==> config.mk <==
export PLATFORM = sky130hd
export DESIGN_NAME = asc_ctrl
export DESIGN_NICKNAME = d
export VERILOG_FILES = /design/src/rtl/asc_pkg.sv /design/src/rtl/asc_ctrl.sv
export VERILOG_INCLUDE_DIRS = /design/src /design/src/rtl
export SDC_FILE = /design/constraint.sdc
export NUM_CORES = 1
export LEC_CHECK = 0
export ABC_CLOCK_PERIOD_IN_PS = 2200
export BUFFER_PORTS_ARGS = -buffer_cell sky130_fd_sc_hd__buf_4
export CORE_AREA = 2 2 63 65
export CTS_CLUSTER_DIAMETER = 150
export CTS_CLUSTER_SIZE = 30
export DETAILED_ROUTE_END_ITERATION = 8
export DIE_AREA = 0 0 65 67
export PLACE_DENSITY_LB_ADDON = 0.08
export REMOVE_ABC_BUFFERS = 1
export SLEW_MARGIN = 30
export SYNTH_ARGS = -nofsm -noshare
export SYNTH_HDL_FRONTEND = slang
export SYNTH_SLANG_ARGS = --single-unit
==> constraint.sdc <==
create_clock -name aclk -period 2.2 [get_ports aclk]
set_input_delay 0.44 -clock aclk [delete_from_list [all_inputs] [get_ports aclk]]
set_output_delay 0.44 -clock aclk [all_outputs]
set_load 0.005 [all_outputs]
==> src/rtl/arrive_steering_controller_unit_assert.svh <==
// Assertion macros shared by the arrive steering controller RTL.
`ifndef ARRIVE_STEERING_CONTROLLER_UNIT_ASSERT_SVH
`define ARRIVE_STEERING_CONTROLLER_UNIT_ASSERT_SVH
`ifndef ASSERT_OFF
// Check a property on every rising clock edge outside reset.
`define ASC_ASSERT(lbl, clk, rst_n, prop) \
    lbl: assert property (@(posedge clk) disable iff (!rst_n) (prop)) \
        else $error("asc assertion failed");
// Check that a condition implies a consequence in the same cycle.
`define ASC_ASSERT_IMPLY(lbl, clk, rst_n, ante, cons) \
    lbl: assert property (@(posedge clk) disable iff (!rst_n) (ante) |-> (cons)) \
        else $error("asc implication failed");
`else
`define ASC_ASSERT(lbl, clk, rst_n, prop)
`define ASC_ASSERT_IMPLY(lbl, clk, rst_n, ante, cons)
`endif
`endif

==> src/rtl/asc_pkg.sv <==
// Types, codes and constants shared by the arrive steering controller modules.
`timescale 1ns / 1ps
`default_nettype none
package asc_pkg;

    localparam int REG_W      = 31;
    localparam int ANG_STEPS  = 18;
    localparam int ROOT_STEPS = 32;
    localparam int DIV_STEPS  = 31;
    localparam int CNT_W      = 5;
    localparam int ANG_W      = 18;
    localparam int IDX_W      = 8;

    localparam logic [IDX_W-1:0] REG_SPEED    = 8'd0;
    localparam logic [IDX_W-1:0] REG_DEADZONE = 8'd1;
    localparam logic [IDX_W-1:0] REG_SLOWDOWN = 8'd2;

    localparam logic [REG_W-1:0] SPEED_RST    = 31'd65536;
    localparam logic [REG_W-1:0] DEADZONE_RST = 31'd655;
    localparam logic [REG_W-1:0] SLOWDOWN_RST = 31'd32768;

    localparam logic MODE_TARGET = 1'b0;
    localparam logic MODE_TICK   = 1'b1;

    typedef enum logic [4:0] {
        ST_IDLE, ST_LOAD, ST_CHECK, ST_SHIFT, ST_SQX, ST_SQY, ST_SQD,
        ST_ROOT_INIT, ST_ROOT, ST_DIV_INIT, ST_DIV, ST_DIV_STORE,
        ST_CORD_INIT, ST_NORM, ST_ROT, ST_HEAD, ST_PUBLISH
    } state_t;

    typedef enum logic [4:0] {
        OP_NONE, OP_SET_GOAL, OP_SET_POS, OP_LOAD, OP_ARRIVE, OP_SHR,
        OP_SQX, OP_SQY, OP_SQD, OP_ROOT_INIT, OP_ROOT_STEP, OP_DIV_INIT,
        OP_DIV_STEP, OP_DIV_STORE, OP_CORD_INIT, OP_NORM, OP_ROT, OP_HEAD,
        OP_PUBLISH
    } op_t;

    typedef struct packed {
        op_t              op;
        logic             axis;
        logic [CNT_W-1:0] step;
    } cmd_t;

    typedef struct packed {
        logic near;
        logic big;
        logic norm_done;
    } status_t;

    // Rotation angles atan(2^-i) in 1/16 binary-angle units
    function automatic logic [ANG_W-1:0] ang_lookup(input logic [CNT_W-1:0] i);
        logic [ANG_W-1:0] a;
        begin
            case (i)
                5'd0:    a = 18'd131072;
                5'd1:    a = 18'd77376;
                5'd2:    a = 18'd40884;
                5'd3:    a = 18'd20753;
                5'd4:    a = 18'd10417;
                5'd5:    a = 18'd5213;
                5'd6:    a = 18'd2607;
                5'd7:    a = 18'd1304;
                5'd8:    a = 18'd652;
                5'd9:    a = 18'd326;
                5'd10:   a = 18'd163;
                5'd11:   a = 18'd81;
                5'd12:   a = 18'd41;
                5'd13:   a = 18'd20;
                5'd14:   a = 18'd10;
                5'd15:   a = 18'd5;
                5'd16:   a = 18'd3;
                5'd17:   a = 18'd1;
                default: a = 18'd0;
            endcase
            return a;
        end
    endfunction

endpackage
`default_nettype wire

==> src/rtl/asc_ctrl.sv <==
// Controller: sequences one request through the datapath and owns the handshakes.
`timescale 1ns / 1ps
`default_nettype none
`include "arrive_steering_controller_unit_assert.svh"
module asc_ctrl
    import asc_pkg::*;
(
    input  wire logic    aclk,
    input  wire logic    aresetn,
    input  wire logic    s_tvalid,
    input  wire logic    s_tuser,
    output logic         s_tready,
    output logic         m_tvalid,
    input  wire logic    m_tready,
    input  wire status_t status,
    output cmd_t         cmd
);

    state_t state_reg, state_next;
    logic moving_reg, moving_next;
    logic axis_reg, axis_next;
    logic [CNT_W-1:0] cnt_reg, cnt_next;
    logic out_valid_reg, out_valid_next;
    logic publish_ok;

    assign publish_ok = !out_valid_reg || m_tready;

    always_ff @(posedge aclk) begin
        if (!aresetn) begin
            state_reg     <= ST_IDLE;
            moving_reg    <= 1'b0;
            axis_reg      <= 1'b0;
            cnt_reg       <= '0;
            out_valid_reg <= 1'b0;
        end else begin
            state_reg     <= state_next;
            moving_reg    <= moving_next;
            axis_reg      <= axis_next;
            cnt_reg       <= cnt_next;
            out_valid_reg <= out_valid_next;
        end
    end

    // Next state
    always_comb begin
        state_next     = state_reg;
        moving_next    = moving_reg;
        axis_next      = axis_reg;
        cnt_next       = cnt_reg;
        out_valid_next = out_valid_reg;
        if (m_tready)
            out_valid_next = 1'b0;
        case (state_reg)
            ST_IDLE: begin
                if (s_tvalid) begin
                    if (s_tuser == MODE_TARGET)
                        moving_next = 1'b1;
                    else if (moving_reg)
                        state_next = ST_LOAD;
                end
            end
            ST_LOAD:  state_next = ST_CHECK;
            ST_CHECK: begin
                if (status.near) begin
                    moving_next = 1'b0;
                    state_next  = ST_PUBLISH;
                end else begin
                    state_next = ST_SHIFT;
                end
            end
            ST_SHIFT: if (!status.big) state_next = ST_SQX;
            ST_SQX:   state_next = ST_SQY;
            ST_SQY:   state_next = ST_SQD;
            ST_SQD:   state_next = ST_ROOT_INIT;
            ST_ROOT_INIT: begin
                cnt_next   = '0;
                state_next = ST_ROOT;
            end
            ST_ROOT: begin
                if (cnt_reg == CNT_W'(ROOT_STEPS - 1)) begin
                    axis_next  = 1'b0;
                    state_next = ST_DIV_INIT;
                end else begin
                    cnt_next = cnt_reg + 1'b1;
                end
            end
            ST_DIV_INIT: begin
                cnt_next   = '0;
                state_next = ST_DIV;
            end
            ST_DIV: begin
                if (cnt_reg == CNT_W'(DIV_STEPS - 1))
                    state_next = ST_DIV_STORE;
                else
                    cnt_next = cnt_reg + 1'b1;
            end
            ST_DIV_STORE: begin
                if (!axis_reg) begin
                    axis_next  = 1'b1;
                    state_next = ST_DIV_INIT;
                end else begin
                    state_next = ST_CORD_INIT;
                end
            end
            ST_CORD_INIT: state_next = ST_NORM;
            ST_NORM: begin
                if (status.norm_done) begin
                    cnt_next   = '0;
                    state_next = ST_ROT;
                end
            end
            ST_ROT: begin
                if (cnt_reg == CNT_W'(ANG_STEPS - 1))
                    state_next = ST_HEAD;
                else
                    cnt_next = cnt_reg + 1'b1;
            end
            ST_HEAD: state_next = ST_PUBLISH;
            ST_PUBLISH: begin
                if (publish_ok) begin
                    out_valid_next = 1'b1;
                    state_next     = ST_IDLE;
                end
            end
            default: state_next = ST_IDLE;
        endcase
    end

    // Commands and handshake outputs
    always_comb begin
        cmd.op   = OP_NONE;
        cmd.axis = axis_reg;
        cmd.step = cnt_reg;
        s_tready = 1'b0;
        case (state_reg)
            ST_IDLE: begin
                s_tready = 1'b1;
                if (s_tvalid)
                    cmd.op = (s_tuser == MODE_TARGET) ? OP_SET_GOAL : OP_SET_POS;
            end
            ST_LOAD:      cmd.op = OP_LOAD;
            ST_CHECK:     if (status.near) cmd.op = OP_ARRIVE;
            ST_SHIFT:     if (status.big) cmd.op = OP_SHR;
            ST_SQX:       cmd.op = OP_SQX;
            ST_SQY:       cmd.op = OP_SQY;
            ST_SQD:       cmd.op = OP_SQD;
            ST_ROOT_INIT: cmd.op = OP_ROOT_INIT;
            ST_ROOT:      cmd.op = OP_ROOT_STEP;
            ST_DIV_INIT:  cmd.op = OP_DIV_INIT;
            ST_DIV:       cmd.op = OP_DIV_STEP;
            ST_DIV_STORE: cmd.op = OP_DIV_STORE;
            ST_CORD_INIT: cmd.op = OP_CORD_INIT;
            ST_NORM:      if (!status.norm_done) cmd.op = OP_NORM;
            ST_ROT:       cmd.op = OP_ROT;
            ST_HEAD:      cmd.op = OP_HEAD;
            ST_PUBLISH:   if (publish_ok) cmd.op = OP_PUBLISH;
            default:      cmd.op = OP_NONE;
        endcase
    end

    assign m_tvalid = out_valid_reg;

    // Publishing never overwrites a result still waiting downstream
    `ASC_ASSERT_IMPLY(a_publish_free, aclk, aresetn, cmd.op == OP_PUBLISH, !out_valid_reg || m_tready)
    // Movement disarms only on an arrival check
    `ASC_ASSERT(a_disarm_on_arrive, aclk, aresetn, $fell(moving_reg) |-> $past(state_reg == ST_CHECK))
    // An armed tick starts the computation
    `ASC_ASSERT(a_tick_starts, aclk, aresetn, (s_tvalid && s_tready && s_tuser == MODE_TICK && moving_reg) |=> state_reg == ST_LOAD)

endmodule
`default_nettype wire
==> results of run 1 <==
## Yosys cell counts, drive strengths merged (5+ instances only)
| cell type | number | area (um^2) |
|---|---|---|
| nand2 | 15 | 56.3 |
| o21ai | 9 | 45.0 |
| buf | 5 | 31.3 |
| nor2 | 14 | 52.6 |
| a21oi | 13 | 65.1 |
| dfxtp | 13 | 260 |
| nor2b | 8 | 50.1 |
| clkbuf | 5 | 18.8 |
| nand3 | 5 | 25.0 |
| inv | 6 | 22.5 |
## where the power goes
group          leakage, uW  switching [uW]  internal, uW
logic             0.000444            33.1          31.4
clock network    0.0000228            95.0           128
registers         0.000107            3.87           237
## cells by family (layout without fill, tap and decap cells)
logic type | count (synthesis) | count (layout) | synth area share
AO/OA/AOI/OAI | 44 | 44 | 0.279
adder cells (fa/ha/maj) | 4 | 4 | 0.0471
buffers and inverters | 16 | 47 | 0.0682
flip-flops | 13 | 13 | 0.245
multiplexers | 4 | 4 | 0.0376
AND/OR/NAND/NOR | 65 | 65 | 0.324
## cell type report
cell class	instances	area, um^2	share of cell area
Tap cell	48	60.1	0.0415
Multi-Input combinational cell	117	776	0.535
Timing Repair Buffer	37	278	0.192
Sequential cell	13	268	0.185
Inverter	6	22.5	0.0155
Clock buffer	4	45.0	0.0311
## worst min-delay path, stage by stage, from the launching register on
cell     delay [ps]
dfxtp_1         320
a21oi_1          60
nor2_1           70
## metal layers
metal  global-route usage  vias to the layer above  routed length, um
met5                    0                        -                  0
li1                     -                      593                  -
met3               0.0152                        5                153
met4               0.0718                        0                 51
met2                0.271                       41               1510
met1                0.181                      558               1460
## worst paths after layout
check	end	startpoint	cells after the start
max	cnt_reg[3]	cnt_reg[0]	9
min	moving_reg	moving_reg	2
max reg2reg	cnt_reg[3]	cnt_reg[0]	9
min reg2reg	moving_reg	moving_reg	2
## per-stage QoR
stage | worst slack [ps] | instances | total power, uW | hold WS [ps]
after floorplan | 52.1 | 136 | 277 | 454
after global placement | 39.7 | 220 | 311 | 481
after detailed placement | -31.6 | 220 | 311 | 479
after CTS | 22.6 | 225 | 539 | 486
after global routing | 24.6 | 225 | 555 | 486
final | 94.3 | 225 | 529 | 484
## repair_timing
item	in CTS	in global routing
pin swaps	1	6
buffers inserted	1	0
setup endpoints to repair	3	8
gates resized for setup	2	13
==> run_results.csv, run 1 <==
group,metric,value,unit
synth,post_synth_num_cell_types,43,
final_layout,mostFrequentLayoutCell,"buf_4",
setup_path,worst-r2r-setup-slack,90,ps
route,drcViolationCount,0,
setup_path,arrival,2220,ps
synth,syn-mean-instance-area,7.28,um^2
clocking,post_cts_hold_buffer_count,0,
final_layout,utilization_of_the_core_after_routing,0.402,
timing,timing_worst_slew_pin_value,518,ps
worst_hold_path,min-delay-path-class,"reg -> reg",
route,route.antenna.remaining_nets,0,
die,dieHeight,67,um
setup_path,critical_path_peak_fanout,8,
setup_path,crit_path_top_delay_cell,"a2111o_1",
setup_path,critical_path.top_delay_family,"compound AO/OA/AOI/OAI gates",
synth,netlist_instances,146,
setup_path,cp_cell_sequence,"ha_4 -> and3_1 -> ha_2 -> nor2_1 -> o21ai_0 -> a2111o_1 -> buf_4 -> o211ai_1 -> o41ai_2",
timing,fin_worst_skew,8.05,ps
synth,fraction_of_the_yosys_area_taken_by_sequential_cells,0.245,
route,post_drt_via_cell_ratio,5.32,
outcome,status,"complete, no violations",
setup_path,cpPeakStageDelay,470,ps
clocking,cts_root_buf,"clkbuf_8",
grt,grt_first_pass_wirelength,4950,um
final_layout,final_cell_mix,"37 x buf_4, 15 x nand2_1, 13 x nor2_1",
setup_path,path_class,"reg -> reg",
setup_path,startpoint_type,"flip-flop",
timing,period_share,0.957,
synth,synth-edff-count,0,
clocking,cts_max_level,1,
route,number_of_detailed_route_iterations_in_the_first_pass,4,
clocking,clock_tree_from_tritoncts,"done",
setup_path,worstSetupEndpointType,"flip-flop",
final_layout,post_route_cells_drive_above_1_share,0.316,
timing,final.min_clock_period,2110,ps
timing,timing.final.hold_violations,0,
placed_design,instance_area_after_placement,1340,um^2
clocking,clock_insertion_delay_worst_skew,250,ps
power,leakage,0.000574,uW
final_layout,fin_nets,190,
grt,grt_max_degree,13,
synth,syn-cell-area,1060,um^2
route,num_vias,1197,
timing,rsz0062_at_grt,"false",
setup_path,cp.required,2320,ps
power,power-per-cell-area,365,nW/um^2
die,rows,22,
grt,grt_usage,0.151,
clocking,clock_sinks,13,
power,peakVddDrop,0.219,mV
placed_design,routabilityCongestion,0.749,
timing,timing.final.max_slew_violations,0,
die,die_area,4360,um^2
timing,tns,0,ps
placed_design,place.port_buffers,20,
synth,synth_flop_cell,"dfxtp_1",
grt,first_global_vias,1054,
die,floorplan.die.width,65,um
synth,synth-seq-cells,13,
die,io_pins,21,
synth,synthesis.yosys.warnings,0,
clocking,cts_inserted_buffers,3,
final_layout,n_fill_cell,388,
clocking,clk_transition_reported_paths,60,ps
synth,synthArstFlopShare,0,
timing,fmaxAchievable,475,MHz
route,drtIter0Drc,94,
flow_run,drv.max_cap_violation_count,0,
final_layout,antenna-diode-count,0,
route,drt_wl_total,3180,um
clocking,max-clock-path-buffers,2,
grt,overflow,0,
die,initial_core_util,0.295,
timing,slew_headroom,0.654,
placed_design,dp.final_hpwl,2420,um
route,wl_per_cell,14.1,um
grt,number_of_antenna_violations_at_the_first_check_in_global_routing,0,
setup_path,buf_inv_stages_crit_path,1,
final_layout,area_delta_synth_final,36.2,%
timing,finalSetupViolations,0,
die,area_of_the_core,3610,um^2
final_layout,area_of_all_placed_cells_without_fillers,1450,um^2
Power figures use the tool's default switching activity.
==> run 2: changes to the inputs <==
--- a/config.mk
+++ b/config.mk
@@ -9,6 +9,7 @@
 export ABC_CLOCK_PERIOD_IN_PS = 2200
 export BUFFER_PORTS_ARGS = -buffer_cell sky130_fd_sc_hd__buf_4
 export CORE_AREA = 2 2 63 65
+export CTS_BUF_LIST = sky130_fd_sc_hd__clkbuf_8
 export CTS_CLUSTER_DIAMETER = 150
 export CTS_CLUSTER_SIZE = 30
 export DETAILED_ROUTE_END_ITERATION = 8
==> run_results.csv, run 2 (synthesis gave the netlist of run 1 again) <==
group,metric,value,unit
setup_path,cp.required,2320,ps
final_layout,area_of_all_placed_cells_without_fillers,1450,um^2
grt,grt_max_degree,13,
timing,slew_headroom,0.654,
grt,overflow,0,
timing,rsz0062_at_grt,"false",
timing,period_share,0.958,
route,drt_wl_total,3180,um
route,post_drt_via_cell_ratio,5.34,
timing,timing.final.hold_violations,0,
power,power,523,uW
route,wl_per_cell,14.1,um
die,rows,22,
timing,holdWs,484,ps
final_layout,layout.area.seq,268,um^2
clocking,cts_max_level,1,
die,initial_core_util,0.295,
route,drtIter0Drc,95,
timing,fmaxAchievable,475,MHz
setup_path,arrival,2220,ps
clocking,post_cts_hold_buffer_count,0,
power,power-per-cell-area,361,nW/um^2
final_layout,area_of_combinational_cells_with_multiple_inputs,776,um^2
setup_path,cpPeakStageDelay,480,ps
power,share_comb_of_total_power,0.123,
timing,timing.final.max_slew_violations,0,
final_layout,fin_nets,190,
timing,timing_worst_slew_pin_value,518,ps
power,peakVddDrop,0.219,mV
clocking,cts_root_buf,"clkbuf_8",
placed_design,numPlacedInstances,220,
route,route.antenna.remaining_nets,0,
setup_path,worstSetupEndpointType,"flip-flop",
clocking,clk_transition_reported_paths,60,ps
route,number_of_detailed_route_iterations_in_the_first_pass,4,
setup_path,critical_path_peak_fanout,8,
clocking,clock_insertion_delay_worst_skew,250,ps
placed_design,routabilityCongestion,0.749,
setup_path,cp_cell_sequence,"ha_4 -> and3_1 -> ha_2 -> nor2_1 -> o21ai_0 -> a2111o_1 -> buf_4 -> o211ai_1 -> o41ai_2",
die,dieHeight,67,um
die,floorplan.die.width,65,um
setup_path,crit_path_top_delay_cell,"a2111o_1",
grt,grt_first_pass_wirelength,4950,um
setup_path,path_class,"reg -> reg",
route,drcViolationCount,0,
placed_design,instance_area_after_placement,1340,um^2
outcome,status,"complete, no violations",
power,leakage,0.000579,uW
flow_run,drv.max_cap_violation_count,0,
timing,fin_worst_skew,7.53,ps
final_layout,utilization_of_the_core_after_routing,0.402,
die,io_pins,21,
power,power.share.clock,0.417,
die,area_of_the_core,3610,um^2
clocking,cts_inserted_buffers,3,
final_layout,final_cell_mix,"37 x buf_4, 15 x nand2_1, 13 x nor2_1",
placed_design,dp.final_hpwl,2420,um
setup_path,worst-r2r-setup-slack,90,ps
timing,final.min_clock_period,2110,ps
final_layout,area_delta_synth_final,36.2,%
final_layout,antenna-diode-count,0,
final_layout,post_route_cells_drive_above_1_share,0.316,
worst_hold_path,min-delay-path-class,"reg -> reg",
timing,finalSetupViolations,0,
grt,grt_usage,0.151,
power,swShare,0.251,
final_layout,mostFrequentLayoutCell,"buf_4",
setup_path,startpoint_type,"flip-flop",
clocking,max-clock-path-buffers,2,
final_layout,fin_cells,225,
clocking,clock_sinks,13,
power,p_int,392,uW
power,switching_power,131,uW
power,seqPwrFrac,0.460,
final_layout,n_fill_cell,388,
die,die_area,4360,um^2
grt,number_of_antenna_violations_at_the_first_check_in_global_routing,0,
placed_design,place.port_buffers,20,
clocking,clock_tree_from_tritoncts,"done",
route,num_vias,1202,
grt,first_global_vias,1054,
[run 2: changes by cell type in the layout (fill, tap and decap cells not counted)]
cell | before | now
clkbuf_1 | 1 | 0
inv_1 | 6 | 7
[run 2: per-layer routing]
layer,up-vias,GRT usage,part of all wire
met5,-,0,0
met4,0,0.0718,0.016
met3,5,0.0152,0.049
met2,41,0.271,0.48
met1,563,0.181,0.46
li1,593,-,-
[run 2: layout make-up]
cell class	count	area share
well taps	48	0.0415
clock inverters	1	0.00259
multi-input cells	117	0.535
inverters	6	0.0155
clock buffers	3	0.0285
repair buffers	37	0.192
flip-flops and latches	13	0.185
[run 2: power by group through the flow]
stage               Sequential [uW]  Clock [uW]  Combinational, uW
floorplan                       248           0               28.7
global placement                247           0               63.6
detailed placement              247           0               63.6
CTS                             242         229               63.9
global route                    241         239               70.8
finish                          241         218               64.5
[run 2: per-stage QoR]
stage               worst slack (ps)  setup TNS, ps
floorplan                       52.1              0
global placement                39.7              0
detailed placement             -31.6          -31.6
CTS                             22.2              0
global route                    24.6              0
finish                          92.9              0
[run 2: worst paths after layout]
check             cells past startpoint  startpoint          to
hold reg to reg                       2  moving_reg  moving_reg
setup reg to reg                      9  cnt_reg[0]  cnt_reg[3]
setup / recovery                      9  cnt_reg[0]  cnt_reg[3]
hold / removal                        2  moving_reg  moving_reg
[run 2: worst max-delay path, delay by kind of cell (launching register included)]
family                   cells  cell delay [ps]
flip-flops                   1              370
AND/OR/NAND/NOR              2              250
buffers and inverters        1              180
adder cells (fa/ha/maj)      2              330
AO/OA/AOI/OAI                4              850
[run 2: what timing repair did]
action,in CTS,in global routing
setup endpoints to repair,3,8
setup buffers,1,0
resized for setup,2,13
pin swaps,1,6
==> run 3: changes to the inputs <==
--- a/config.mk
+++ b/config.mk
@@ -14,6 +14,7 @@
 export CTS_CLUSTER_SIZE = 30
 export DETAILED_ROUTE_END_ITERATION = 8
 export DIE_AREA = 0 0 65 67
+export MAX_ROUTING_LAYER = met4
 export PLACE_DENSITY_LB_ADDON = 0.08
 export REMOVE_ABC_BUFFERS = 1
 export SLEW_MARGIN = 30
==> run_results.csv, run 3 (synthesis gave the netlist of run 1 again) <==
group,metric,value,unit
power,peakVddDrop,0.219,mV
final_layout,final_cell_mix,"37 x buf_4, 15 x nand2_1, 13 x nor2_1",
setup_path,worst_setup_path_startpoint,"cnt_reg[0]",
timing,rsz0062_at_grt,"false",
route,post_drt_via_cell_ratio,5.29,
grt,overflow,0,
grt,grt_usage,0.155,
setup_path,arrival,2220,ps
timing,timing.final.hold_violations,0,
setup_path,worstSetupEndpointType,"flip-flop",
clocking,cts_root_buf,"clkbuf_8",
power,p_int,392,uW
timing,fin_worst_skew,6.63,ps
timing,fmaxAchievable,475,MHz
outcome,status,"complete, no violations",
grt,first_global_vias,1053,
route,wl_per_cell,14.1,um
final_layout,area_delta_synth_final,36.2,%
route,route.antenna.remaining_nets,0,
clocking,clk_transition_reported_paths,60,ps
clocking,post_cts_hold_buffer_count,0,
die,io_pins,21,
power,leakage,0.000579,uW
final_layout,fin_nets,190,
final_layout,antenna-diode-count,0,
clocking,clock_sinks,13,
setup_path,startpoint_type,"flip-flop",
worst_hold_path,timing.hold.worst.start,"moving_reg",
die,initial_core_util,0.295,
grt,grt_max_degree,13,
timing,slew_headroom,0.654,
route,drtIter0Drc,95,
timing,timing_worst_slew_pin_value,518,ps
setup_path,critical_path_peak_fanout,8,
timing,period_share,0.957,
setup_path,worst_r2r_startpoint,"cnt_reg[0]",
route,drt_wl_total,3170,um
power,power.share.clock,0.415,
route,number_of_detailed_route_iterations_in_the_first_pass,4,
final_layout,post_route_cells_drive_above_1_share,0.316,
final_layout,area_of_all_placed_cells_without_fillers,1450,um^2
route,drcViolationCount,0,
placed_design,place.port_buffers,20,
timing,timing.final.max_slew_violations,0,
placed_design,routabilityCongestion,0.759,
power,power-per-cell-area,360,nW/um^2
power,power,522,uW
route,num_vias,1190,
clocking,max-clock-path-buffers,2,
clocking,clock_insertion_delay_worst_skew,250,ps
power,seqPwrFrac,0.461,
setup_path,cp.required,2320,ps
die,die_area,4360,um^2
placed_design,instance_area_after_placement,1340,um^2
flow_run,drv.max_cap_violation_count,0,
timing,final.min_clock_period,2110,ps
die,area_of_the_core,3610,um^2
grt,number_of_antenna_violations_at_the_first_check_in_global_routing,0,
power,share_comb_of_total_power,0.123,
worst_hold_path,min-delay-path-class,"reg -> reg",
die,rows,22,
timing,finalSetupViolations,0,
power,swShare,0.249,
die,floorplan.die.width,65,um
final_layout,n_fill_cell,388,
clocking,cts_max_level,1,
grt,grt_first_pass_wirelength,4960,um
clocking,cts_inserted_buffers,3,
placed_design,dp.final_hpwl,2420,um
clocking,clock_tree_from_tritoncts,"done",
die,dieHeight,67,um
setup_path,path_class,"reg -> reg",
final_layout,mostFrequentLayoutCell,"buf_4",
power,switching_power,130,uW
-- run 3: cell counts in the layout (fill, tap and decap cells not counted) --
No cell type changed its count.
-- run 3: cell type report --
class | instances | area (um^2) | share of cell area
Timing Repair Buffer | 37 | 278 | 0.192
Tap cell | 48 | 60.1 | 0.0415
Clock buffer | 3 | 41.3 | 0.0285
Inverter | 6 | 22.5 | 0.0155
Multi-Input combinational cell | 117 | 776 | 0.535
Clock inverter | 1 | 3.75 | 0.00259
Sequential cell | 13 | 268 | 0.185
-- run 3: timing repair --
| item | CTS | global route |
|---|---|---|
| endpoints found under the hold margin | 0 | 0 |
| gates resized for setup | 2 | 13 |
| buffers inserted | 1 | 0 |
| setup endpoints to repair | 3 | 8 |
| pin swaps | 1 | 6 |
-- run 3: final timing paths --
path / depth (start not counted) / slack, ps / endpoint
max: 9 / 90 / cnt_reg[3]
min reg2reg: 2 / 480 / moving_reg
min: 2 / 480 / moving_reg
max reg2reg: 9 / 90 / cnt_reg[3]
-- run 3: worst max-delay path, cell delays in order, from the launching register on --
cell	delay (ps)
dfxtp_4	370
ha_4	160
and3_1	170
ha_2	170
nor2_1	80
o21ai_0	80
a2111o_1	480
buf_4	180
o211ai_1	190
o41ai_2	100
-- run 3: per-layer routing --
| layer | track usage | vias up | share of wire |
|---|---|---|---|
| li1 | - | 593 | - |
| met1 | 0.181 | 558 | 0.47 |
| met2 | 0.271 | 34 | 0.47 |
| met3 | 0.0152 | 5 | 0.041 |
| met4 | 0.0718 | 0 | 0.015 |
| met5 | - | - | 0 |
-- run 3: power groups by stage --
stage | clock (uW) | combinational, uW | sequential, uW
after floorplan | 0 | 28.7 | 248
after CTS | 229 | 63.9 | 242
after detailed placement | 0 | 63.6 | 247
final | 217 | 64.5 | 241
after global routing | 239 | 70.8 | 241
after global placement | 0 | 63.6 | 247
-- run 3: metrics by stage --
stage | TNS (ps) | std cells | utilization | hold WS [ps] | setup slack, ps
2_1_floorplan | 0 | 136 | - | 454 | 52.1
3_3_place_gp | 0 | 220 | 0.373 | 481 | 39.7
3_5_place_dp | -31.6 | 220 | 0.373 | 479 | -31.6
4_1_cts | 0 | 225 | 0.388 | 486 | 22.2
5_1_grt | 0 | 225 | 0.402 | 486 | 24.6
6_report | 0 | 225 | 0.402 | 484 | 94.5
